File: config.mk
export PLATFORM = sky130hd
export DESIGN_NAME = ordered_deque_with_search_delete
export DESIGN_NICKNAME = d
export VERILOG_FILES = /design/src/sv/odq_pkg.sv /design/src/sv/ordered_deque_with_search_delete.sv /design/src/sv/odq_cell.sv /design/src/sv/odq_chain.sv
export SDC_FILE = /design/constraint.sdc
export NUM_CORES = 2
export LEC_CHECK = 0
export ABC_CLOCK_PERIOD_IN_PS = 17000
export BUFFER_PORTS_ARGS = -buffer_cell sky130_fd_sc_hd__buf_2
export CAP_MARGIN = 30
export CORE_UTILIZATION = 45
export CTS_CLUSTER_SIZE = 10
export DETAILED_ROUTE_END_ITERATION = 6
export PLACE_DENSITY = 0.67
export RECOVER_POWER = 50
export SYNTH_ARGS = -nofsm -noshare
export SYNTH_HDL_FRONTEND = slang
export SYNTH_SLANG_ARGS = --single-unit
File: constraint.sdc
create_clock -name clk -period 17 [get_ports clk]
set_input_delay 4.25 -clock clk [delete_from_list [all_inputs] [get_ports clk]]
set_output_delay 4.25 -clock clk [all_outputs]
set_load 0.05 [all_outputs]
File: src/sv/odq_pkg.sv
// Shared sizes, operation and status codes, and cell control types
// for the ordered deque. No dependencies.
package odq_pkg;

	localparam int DEPTH       = 16;
	localparam int VALUE_WIDTH = 32;
	localparam int CNT_W       = $clog2(DEPTH + 1);
	localparam int IDX_W       = (DEPTH > 1) ? $clog2(DEPTH) : 1;

	localparam int MODE_W   = 3;
	localparam int STATUS_W = 2;
	localparam int ENTRY_W  = 32;
	localparam int OCC_W    = 5;

	localparam logic [MODE_W-1:0] MODE_PUSH_FRONT = 3'd0;
	localparam logic [MODE_W-1:0] MODE_PUSH_BACK  = 3'd1;
	localparam logic [MODE_W-1:0] MODE_DELETE     = 3'd2;
	localparam logic [MODE_W-1:0] MODE_SEARCH     = 3'd3;
	localparam logic [MODE_W-1:0] MODE_CLEAR      = 3'd4;
	localparam logic [MODE_W-1:0] MODE_DUMP_FWD   = 3'd5;
	localparam logic [MODE_W-1:0] MODE_DUMP_BWD   = 3'd6;

	localparam logic [STATUS_W-1:0] STAT_OK        = 2'd0;
	localparam logic [STATUS_W-1:0] STAT_FULL      = 2'd1;
	localparam logic [STATUS_W-1:0] STAT_NOT_FOUND = 2'd2;
	localparam logic [STATUS_W-1:0] STAT_EMPTY     = 2'd3;

	typedef enum logic [1:0] {
		CELL_HOLD,
		CELL_LOAD,
		CELL_FROM_LEFT,
		CELL_FROM_RIGHT
	} cell_op_t;

	// At most one flag is set in a cycle.
	typedef struct packed {
		logic push_front;
		logic push_back;
		logic del;
		logic rot_fwd;
		logic rot_bwd;
	} chain_cmd_t;

endpackage

File: src/sv/ordered_deque_with_search_delete.sv
// Ordered deque of up to DEPTH values with push front/back, delete of the first match,
// search, clear and dumps in either direction. A command is taken at a rising edge with
// start high and busy low; busy rises in the next cycle. Push, delete, search and clear
// are carried out in the chain of cells in the EXEC state (compare, first-match ripple and
// shift all at once) and return one beat on strobe in the cycle after, the same cycle busy
// drops, so the next such command is taken only once busy has dropped. A dump returns one
// beat per stored entry on consecutive cycles, taken from the head (or tail) while the
// chain rotates by one position per cycle; busy drops in the same cycle as the last beat.
// An empty dump returns a single beat. Every beat is valid for exactly one cycle and
// cannot be stalled.
module ordered_deque_with_search_delete (
	input  logic                        clk,
	input  logic                        arst_n,
	input  logic                        start,
	input  logic [odq_pkg::MODE_W-1:0]  mode,
	input  logic [31:0]                 value,
	output logic                        busy,
	output logic                        strobe,
	output logic [odq_pkg::STATUS_W-1:0] status,
	output logic                        found,
	output logic [odq_pkg::ENTRY_W-1:0] entry_value,
	output logic [odq_pkg::OCC_W-1:0]   occupancy,
	output logic                        last_of_run
);
	import odq_pkg::*;

	typedef enum logic [2:0] {
		ST_IDLE = 3'b001,
		ST_EXEC = 3'b010,
		ST_DUMP = 3'b100
	} state_t;

	state_t                 state_q, state_d;
	logic [CNT_W-1:0]       count_q, count_d;
	logic [CNT_W-1:0]       left_q, left_d;
	logic [MODE_W-1:0]      mode_q;
	logic [VALUE_WIDTH-1:0] key_q;

	logic                   strobe_q, emit;
	logic [STATUS_W-1:0]    status_q, status_d;
	logic                   found_q, found_d;
	logic [ENTRY_W-1:0]     entry_q, entry_d;
	logic [OCC_W-1:0]       occ_q;
	logic                   last_q, last_d;

	chain_cmd_t             cmd;
	logic [VALUE_WIDTH-1:0] head, tail;
	logic                   hit;
	logic                   accept, full, empty;

	assign busy   = (state_q != ST_IDLE);
	assign accept = start & ~busy;
	assign full   = (count_q == CNT_W'(DEPTH));
	assign empty  = (count_q == '0);

	odq_chain u_chain (
		.clk   (clk),
		.cmd   (cmd),
		.key   (key_q),
		.count (count_q),
		.head  (head),
		.tail  (tail),
		.hit   (hit)
	);

	always_comb begin
		cmd      = '0;
		state_d  = state_q;
		count_d  = count_q;
		left_d   = left_q;
		emit     = 1'b0;
		status_d = STAT_OK;
		found_d  = 1'b0;
		entry_d  = '0;
		last_d   = 1'b1;
		case (state_q)
			ST_IDLE: begin
				if (start) state_d = ST_EXEC;
			end
			ST_EXEC: begin
				state_d = ST_IDLE;
				emit    = 1'b1;
				case (mode_q)
					MODE_PUSH_FRONT, MODE_PUSH_BACK: begin
						if (full) begin
							status_d = STAT_FULL;
						end else begin
							cmd.push_front = (mode_q == MODE_PUSH_FRONT);
							cmd.push_back  = (mode_q == MODE_PUSH_BACK);
							count_d        = count_q + CNT_W'(1);
						end
					end
					MODE_DELETE, MODE_SEARCH: begin
						if (empty) begin
							status_d = STAT_EMPTY;
						end else if (!hit) begin
							status_d = STAT_NOT_FOUND;
						end else begin
							found_d = 1'b1;
							if (mode_q == MODE_DELETE) begin
								cmd.del = 1'b1;
								count_d = count_q - CNT_W'(1);
							end
						end
					end
					MODE_CLEAR: begin
						count_d = '0;
					end
					MODE_DUMP_FWD, MODE_DUMP_BWD: begin
						if (empty) begin
							status_d = STAT_EMPTY;
						end else begin
							emit    = 1'b0;
							state_d = ST_DUMP;
							left_d  = count_q;
						end
					end
					default: begin
						emit = 1'b0;
					end
				endcase
			end
			ST_DUMP: begin
				emit   = 1'b1;
				last_d = (left_q == CNT_W'(1));
				left_d = left_q - CNT_W'(1);
				// rotate so the next entry arrives at the tap
				if (mode_q == MODE_DUMP_FWD) begin
					cmd.rot_fwd = 1'b1;
					entry_d     = ENTRY_W'(head);
				end else begin
					cmd.rot_bwd = 1'b1;
					entry_d     = ENTRY_W'(tail);
				end
				if (last_d) state_d = ST_IDLE;
			end
			default: begin
				state_d = ST_IDLE;
			end
		endcase
	end

	always_ff @(posedge clk or negedge arst_n) begin
		if (!arst_n) begin
			state_q  <= ST_IDLE;
			count_q  <= '0;
			left_q   <= '0;
			strobe_q <= 1'b0;
		end else begin
			state_q  <= state_d;
			count_q  <= count_d;
			left_q   <= left_d;
			strobe_q <= emit;
		end
	end

	always_ff @(posedge clk) begin
		if (accept) begin
			mode_q <= mode;
			key_q  <= VALUE_WIDTH'(value);
		end
		status_q <= status_d;
		found_q  <= found_d;
		entry_q  <= entry_d;
		occ_q    <= OCC_W'(count_d);
		last_q   <= last_d;
	end

	assign strobe      = strobe_q;
	assign status      = status_q;
	assign found       = found_q;
	assign entry_value = entry_q;
	assign occupancy   = occ_q;
	assign last_of_run = last_q;

endmodule

File: src/sv/odq_cell.sv
// One storage cell of the deque chain: holds one value, compares it
// to the key and ripples the first-match flag. Uses odq_pkg.
module odq_cell (
	input  logic                           clk,
	input  odq_pkg::cell_op_t              op,
	input  logic [odq_pkg::VALUE_WIDTH-1:0] left_val,
	input  logic [odq_pkg::VALUE_WIDTH-1:0] right_val,
	input  logic [odq_pkg::VALUE_WIDTH-1:0] load_val,
	input  logic [odq_pkg::VALUE_WIDTH-1:0] key,
	input  logic                           in_range,
	input  logic                           seen_in,
	output logic [odq_pkg::VALUE_WIDTH-1:0] val,
	output logic                           seen_out
);
	import odq_pkg::*;

	logic [VALUE_WIDTH-1:0] val_q;

	always_ff @(posedge clk) begin
		case (op)
			CELL_HOLD:       val_q <= val_q;
			CELL_LOAD:       val_q <= load_val;
			CELL_FROM_LEFT:  val_q <= left_val;
			CELL_FROM_RIGHT: val_q <= right_val;
			default:         val_q <= val_q;
		endcase
	end

	assign val      = val_q;
	assign seen_out = seen_in | (in_range & (val_q == key));

endmodule

File: src/sv/odq_chain.sv
// Row of DEPTH cells with per-cell shift control, first-match ripple
// and head/tail taps. Uses odq_pkg and odq_cell.
module odq_chain (
	input  logic                           clk,
	input  odq_pkg::chain_cmd_t            cmd,
	input  logic [odq_pkg::VALUE_WIDTH-1:0] key,
	input  logic [odq_pkg::CNT_W-1:0]      count,
	output logic [odq_pkg::VALUE_WIDTH-1:0] head,
	output logic [odq_pkg::VALUE_WIDTH-1:0] tail,
	output logic                           hit
);
	import odq_pkg::*;

	logic [VALUE_WIDTH-1:0] cell_val [DEPTH];
	logic [DEPTH:0]         seen;
	logic [CNT_W-1:0]       count_m1;

	assign count_m1 = count - CNT_W'(1);
	assign head     = cell_val[0];
	// Only read while the list is non-empty.
	assign tail     = cell_val[count_m1[IDX_W-1:0]];
	assign seen[0]  = 1'b0;
	assign hit      = seen[DEPTH];

	for (genvar i = 0; i < DEPTH; i++) begin : g_cell
		logic [VALUE_WIDTH-1:0] left_w;
		logic [VALUE_WIDTH-1:0] right_w;
		logic [VALUE_WIDTH-1:0] load_w;
		cell_op_t               op_w;
		logic                   is_first;

		if (i == 0) begin : g_first
			assign left_w   = tail;
			assign is_first = 1'b1;
		end else begin : g_mid
			assign left_w   = cell_val[i-1];
			assign is_first = 1'b0;
		end

		if (i == DEPTH - 1) begin : g_end
			assign right_w = head;
		end else begin : g_inner
			assign right_w = cell_val[i+1];
		end

		always_comb begin
			op_w   = CELL_HOLD;
			load_w = key;
			if (cmd.push_front) begin
				op_w = is_first ? CELL_LOAD : CELL_FROM_LEFT;
			end else if (cmd.push_back) begin
				op_w = (CNT_W'(i) == count) ? CELL_LOAD : CELL_HOLD;
			end else if (cmd.del) begin
				// close the gap from the first match onward
				op_w = seen[i+1] ? CELL_FROM_RIGHT : CELL_HOLD;
			end else if (cmd.rot_fwd) begin
				load_w = head;
				op_w   = (CNT_W'(i) == count_m1) ? CELL_LOAD : CELL_FROM_RIGHT;
			end else if (cmd.rot_bwd) begin
				load_w = tail;
				op_w   = is_first ? CELL_LOAD : CELL_FROM_LEFT;
			end
		end

		odq_cell u_cell (
			.clk       (clk),
			.op        (op_w),
			.left_val  (left_w),
			.right_val (right_w),
			.load_val  (load_w),
			.key       (key),
			.in_range  (CNT_W'(i) < count),
			.seen_in   (seen[i]),
			.val       (cell_val[i]),
			.seen_out  (seen[i+1])
		);
	end

endmodule

# == Word level (Yosys, flattened, before mapping) ==
# Cells that the tools add are included.
# totals
regBits,602
in_bits,38
out_inout_bits,43
word_cells,392
# classes
addsub,3
order_cmp,17
eq_ne,110
muxes,172
bitwise_logic,36
n_reduce_logical,27
# ops
operator,n
32-bit case mux with 3 select lines,16
32-bit equality test,16
32-bit two-way mux,8
2-bit two-way mux,103
32-bit binary-select mux with 4-bit select,1
4-bit by 5-bit equality test with 1-bit output (first input constant),16
2-bit equality test (second input constant),32
3-bit by 5-bit equality test with 1-bit output (first input constant),8
4-bit by 5-bit < comparator with 1-bit output (first input constant),8
5-bit two-way mux,7
2-bit by 1-bit equality test with 1-bit output (second input constant),16
2-bit zero test,16
1-bit two-way mux,26
2-bit by 5-bit equality test with 1-bit output (first input constant),4
3-bit by 5-bit < comparator with 1-bit output (first input constant),4
1-bit AND,17
3-bit two-way mux,5
1-bit bitwise OR,15
5-bit case mux with 3 select lines,1
3-bit equality test (second input constant),4
1-bit by 5-bit equality test with 1-bit output (first input constant),2
5-bit zero test,2
1-bit by 5-bit < comparator with 1-bit output (first input constant),2
2-bit by 5-bit < comparator with 1-bit output (first input constant),2
other kinds (23),34

# == Longest topological paths before layout ==
# logic_depth
depth_word,26
depth_mapped,18

# == By module ==
# Synthesis repeated with hierarchy kept, for this count alone.
# hier_totals
cells_unflattened,3748
hier_area_um2,40780.4
# by_module_without_submodules
module,instances,cells_per_inst,area_each_um2,seq_area_each_um2
odq_cell,16,184,1990.7,960.9
odq_chain,1,493,5475.3,0.0
ordered_deque_with_search_delete,1,311,3454.6,2223.4

# == Worst setup path after synthesis ==
# OpenSTA, ideal clock, no wires.
# synth_path
path_kind,register -> register
start,reg count_q[0]
end,reg u_chain.g_cell[14].u_cell.val_q[0] (enable)
arrival_time_ps,5505
path_slack_ps,11029
stages_incl_launch_ff,17
n_path_buf,5
period_less_slack_ps,5971
cell_sequence,dfrtp_1 clkbuf_1 clkbuf_1 buf_2 inv_1 ha_1 nand2_1 nor3_1 or3_1 clkbuf_1 nor2_1 nand2_1 nand2_1 or2_1 clkbuf_1 nand2_1 o21ai_0
# synth_between
elab_chain_cells,25
elab_cells_between_ends,66
classes_between,add/sub (1); order compare (16); eq/ne (3); mux (13); bitwise (31); reduce/logical (2)
# synth_rtl
item,line_no,source
from (decl),ordered_deque_with_search_delete.sv:34,"logic [CNT_W-1:0] count_q, count_d;"
from (signal assigned),ordered_deque_with_search_delete.sv:151,count_q <= count_d;
1-bit by 5-bit < comparator with 1-bit output,odq_chain.sv:72,".in_range (CNT_W'(i) < count),"
1-bit AND,odq_cell.sv:30,assign seen_out = seen_in | (in_range & (val_q == key));
1-bit bitwise OR (15 in a row),odq_cell.sv:30,
1-bit two-way mux,ordered_deque_with_search_delete.sv:96,end else if (!hit) begin
1-bit two-way mux,ordered_deque_with_search_delete.sv:94,if (empty) begin
1-bit two-way mux,ordered_deque_with_search_delete.sv:83,case (mode_q)
3-bit two-way mux,ordered_deque_with_search_delete.sv:76,case (state_q)
2-bit two-way mux,odq_chain.sv:53,end else if (cmd.del) begin
2-bit two-way mux,odq_chain.sv:51,end else if (cmd.push_back) begin
2-bit two-way mux (*),odq_chain.sv:49,if (cmd.push_front) begin
2-bit zero test (*),odq_cell.sv:20,case (op)
to (signal assigned),odq_cell.sv:21,CELL_HOLD: val_q <= val_q;
to (signal assigned),odq_cell.sv:22,CELL_LOAD: val_q <= load_val;
to (signal assigned),odq_cell.sv:23,CELL_FROM_LEFT: val_q <= left_val;
to (decl),odq_cell.sv:17,logic [VALUE_WIDTH-1:0] val_q;
# Every way passes the cells marked *; elsewhere a longest branch is shown, timed or not.
# A chain may end at the register's enable or synchronous reset.

# == Worst setup path in the final report ==
# layout_path
start,reg count_q[0]
end,reg u_chain.g_cell[12].u_cell.val_q[7] (enable)
# layout_between
elab_chain_cells,25
elab_cells_between_ends,66
classes_between,add/sub (1); order compare (16); eq/ne (3); mux (13); bitwise (31); reduce/logical (2)
# layout_rtl
item,line_no
1-bit by 5-bit < comparator with 1-bit output,odq_chain.sv:72
1-bit AND,odq_cell.sv:30
1-bit bitwise OR (15 in a row),odq_cell.sv:30
1-bit two-way mux,ordered_deque_with_search_delete.sv:96
1-bit two-way mux,ordered_deque_with_search_delete.sv:94
1-bit two-way mux,ordered_deque_with_search_delete.sv:83
3-bit two-way mux,ordered_deque_with_search_delete.sv:76
2-bit two-way mux,odq_chain.sv:53
2-bit two-way mux,odq_chain.sv:51
2-bit two-way mux (*),odq_chain.sv:49
2-bit zero test (*),odq_cell.sv:20
to (signal assigned),odq_cell.sv:21
to (signal assigned),odq_cell.sv:22
to (signal assigned),odq_cell.sv:23
to (decl),odq_cell.sv:17
# Marked as above.

==> summary.md <==
| Metric | Value |
|---|---|
| Pin count of the biggest net entering global routing | 174 |
| Seq pwr share | 0.342 |
| Net load switching power | 0.00183 W |
| Internal Pwr Total | 0.00327 W |
| Final wirelength | 222,000 um |
| Startpoint of the most critical register-to-register path | count_q[0] |
| Switching part of the total | 0.359 |
| Most frequently used flop master after synthesis | edfxtp_1 |
| Library cell with the largest summed area after synthesis | edfxtp_1 |
| Share of the synthesized area in the top cell type | 0.412 |
| Area of the mapped netlist | 39,800 um^2 |
| Buf/Inv on CP | 4 |
| Antenna Violating Nets Remaining | 0 |
| Proportion of power drawn by the clock network | 0.308 |
| Clock skew after layout | 33.3 ps |
| Shortest clock period the worst path allows after layout | 11,370 ps |
| Worst Setup Start Kind | flop |
| Cells after Synth | 3,766 |
| Post-CTS clock slew at the launch and capture registers of the worst setup and hold paths | 60 ps |
| Fraction of final layout cells with drive strength greater than 1 | 0.125 |
| Maximum clock rate | 0.0879 GHz |
| DR vias/cell | 7.51 |
| Final TNS setup | 0 ps |
| Data required time of the worst path | 17,290 ps |
| Async S/R FF share, synth | 0.0233 |
| Maximum level of the CTS H-tree | 3 |
| Leak pwr | 14.9 nW |
| Weighted congestion at the end of routability-driven global placement | 1.13 |
| Mean cell area of the mapped netlist | 10.6 um^2 |
| Crit path DAT | 11,660 ps |
| Die X-Extent | 300 um |
| R2r setup slk | 5630 ps |
| Max-slew headroom at the worst pin | -1.99 |
| Share of synthesized area occupied by flip-flops and latches | 0.442 |
| Clock insertion delay at the later pin of the skew report | 680 ps |
| First-pass GRT wire length | 296,000 um |
| Critical path peak fanout | 40 |
| Layout area overhead | 8.81% |
| Routed wirelength normalized by instance count | 45.2 um |
| Flop and latch count out of synthesis | 602 |
| GRT overflow | 0 |
| Number of I/O port buffers | 80 |
| Number of buffers inserted for hold repair after clock tree synthesis | 0 |
| Number of endpoints with negative hold slack in the final report | 0 |
| Number of nets in the final layout | 3,751 |
| CTS tree | done |
| CP peak stage delay | 2550 ps |
| DR pass1 iterations | 7 |
| Cell Rows | 108 |
| Critical Path End Type | flop |
| Final Max Tran Viols | 842 |
| Overall fraction of global-route tracks in use | 0.487 |
| Crit-path leading delay family | buffers and inverters |
| Setup repair after global routing missed its margin | false |
| Tightest Pin Transition | 4480 ps |
| Synthesized netlist net count | 3,811 |
| Initial core utilization | 0.457 |
| Status | complete, but fails checks |
| Cell at the slowest stage of the critical path | clkbuf_1 |
| Setup violation total in the final timing report | 0 |
| Count of instances resized after the clock tree is built | 0 |
| Bufs on Longest Clock Path | 3 |
| Cell types occupying the most area after synthesis | edfxtp_1, mux4_2, xor2_1, a221o_1, xnor2_1 |
| Worst Reg-to-Reg Cells | 13 |
| Peak supply drop | 0.0987 mV |
| Via count | 37.0k |
| Post-CTS setup repair buffer count | 0 |
| Total of warnings raised by yosys | 0 |
| Total Power Consumption | 0.00510 W |
| Critical Path, Cell by Cell | clkbuf_1, nor2_1, nand3_1, nand4_1, nor4_1, or4_1, nor4_4, clkbuf_1, nor2_8, nor2_1, clkbuf_1, o21bai_1, buf_4 |
| Critical setup path kind | flop to flop |
| Failing checks | DRC, capacitance limit, slew limit |
| Post-layout instance count excluding filler cells | 4,922 |
| Fraction of the cycle the final worst path needs | 0.669 |
| Die height | 300 um |
| Number of buffers inserted during clock tree synthesis | 76 |
| Worst reg2reg path endpoint | u_chain.g_cell[12].u_cell.val[7] |
| I/O pin count | 81 |
| DPL Wire Length | 155,000 um |
| Combinational cell fraction of total power | 0.350 |
| Residual DRC | 1 |
| Core Area | 87,200 um^2 |
| Launching instance or port of the critical path | count_q[0] |
| Initial antenna violation count | 24 |
| Clock Root Buffer | clkbuf_16 |
| Type of the most critical hold path | flop to flop |
| Number of enable flip-flop cells after synthesis | 547 |
| Power density of the placed cells | 118 nW/um^2 |
| Clock sinks | 602 |
| Number of max-capacitance violations reported | 27 |
| Total number of cells along the worst setup path | 13 |
| WHS | 547 ps |
| First-iteration detailed-routing DRC count | 7,487 |
| Number of global-route vias before repair | 33.0k |
| Critical Path End | u_chain.g_cell[12].u_cell.val[7] |
| Number of distinct library cells after synthesis | 88 |
| Cell with the most instances on the worst path | clkbuf_1 |
| Cell total after placement | 4,770 |
| Die outline area | 89,700 um^2 |
## layout make-up
type | instances | area (um^2)
Clock inverter | 14 | 109
Sequential cell | 602 | 17600
Tap cell | 1155 | 1450
Inverter | 200 | 751
Timing Repair Buffer | 212 | 1350
Fill cell | 7951 | 43800
Antenna cell | 5 | 12.5
Clock buffer | 120 | 2170
Multi-Input combinational cell | 2614 | 19900
## synth_stat cells, types with 50 or more instances
cell / instances
mux4_2: 128
nor4_1: 105
inv_1: 200
a21oi_1: 126
o221ai_1: 130
xor2_1: 323
a221o_1: 219
xnor2_1: 197
nor2_1: 339
nand3_1: 64
nand2_1: 349
o21ai_0: 88
nand4_1: 78
edfxtp_1: 547
clkbuf_1: 217
buf_4: 50
## power by group through the flow
stage                     sequential, W  clock [W]  combinational, W
after floorplan                 0.00173          0           0.00117
after global placement          0.00178          0           0.00165
after detailed placement        0.00178          0           0.00166
after CTS                       0.00174    0.00156           0.00166
after global routing            0.00175    0.00160           0.00183
final                           0.00175    0.00157           0.00179
## metrics by stage
step	utilization	setup WS, ps	instance area [um^2]
2_1_floorplan	-	11030	39800
3_5_place_dp	0.473	10420	41200
3_3_place_gp	0.471	10500	41000
4_1_cts	0.499	10390	43500
6_report	0.497	5630	43300
5_1_grt	0.497	5280	43300
## tightest hold or removal path, stage by stage (launching register included)
cell	delay, ps
dfrtp_1	400
inv_1	60
a21oi_1	50
## worst min-delay path by stage
| stage | start | end | slack, ps | depth (start not counted) |
|---|---|---|---|---|
| finish | left_q[3] | left_q[3] | 550 | 2 |
| global route | left_q[3] | left_q[3] | 580 | 2 |
| CTS | left_q[3] | left_q[3] | 550 | 2 |
| detailed placement | left_q[3] | left_q[3] | 540 | 2 |
| global placement | left_q[3] | left_q[3] | 530 | 2 |
| floorplan | left_q[3] | left_q[3] | 510 | 2 |
## cells in the final DEF (no fill, tap or decap), types with 36 or more instances in the layout
| cell | netlist | final |
|---|---|---|
| xor2_1 | 323 | 322 |
| mux4_2 | 128 | 128 |
| nand3_1 | 64 | 63 |
| inv_1 | 200 | 200 |
| clkbuf_16 | 0 | 78 |
| a21oi_1 | 126 | 126 |
| dfxtp_1 | 41 | 41 |
| buf_4 | 50 | 96 |
| nor2_1 | 339 | 336 |
| nor4_1 | 105 | 102 |
| clkbuf_1 | 217 | 119 |
| a221o_1 | 219 | 219 |
| edfxtp_1 | 547 | 547 |
| o21ai_0 | 88 | 88 |
| o221ai_1 | 130 | 130 |
| nand4_1 | 78 | 78 |
| xnor2_1 | 197 | 195 |
| nor3_1 | 37 | 36 |
| nand2_1 | 349 | 348 |
## registers in the layout, indices dropped and copies added (netlist names)
register                   flops
mode_q                         3
key_q                         32
state_q                        3
left_q                         5
count_q                        5
entry_value                   32
strobe                         1
found                          1
last_of_run                    1
u_chain.g_cell.u_cell.val    512
status                         2
occupancy                      5
## cell families (layout without fill, tap and decap cells)
group / Yosys count / count (layout) / synth area share
compound gates: 787 / 787 / 0.160
xor+xnor: 520 / 520 / 0.114
fa+ha+maj: 8 / 8 / 0.00245
buf+inv: 550 / 546 / 0.0635
flops: 602 / 602 / 0.442
mux: 166 / 166 / 0.0820
other cells: 0 / 5 / 0
simple gates: 1133 / 1133 / 0.136
## metal layers
metal  global-route usage  wire length (um)  part of all wire  up-vias
met5              0.00106               136           0.00061        -
met3                0.191             36600              0.16      854
met1                0.640             79000              0.36    17900
met4                0.280             17400             0.078       22
li1                     -                 -                 -    14100
met2                0.680             89200              0.40     4035
Note: power is estimated with default switching activity, not from simulation.
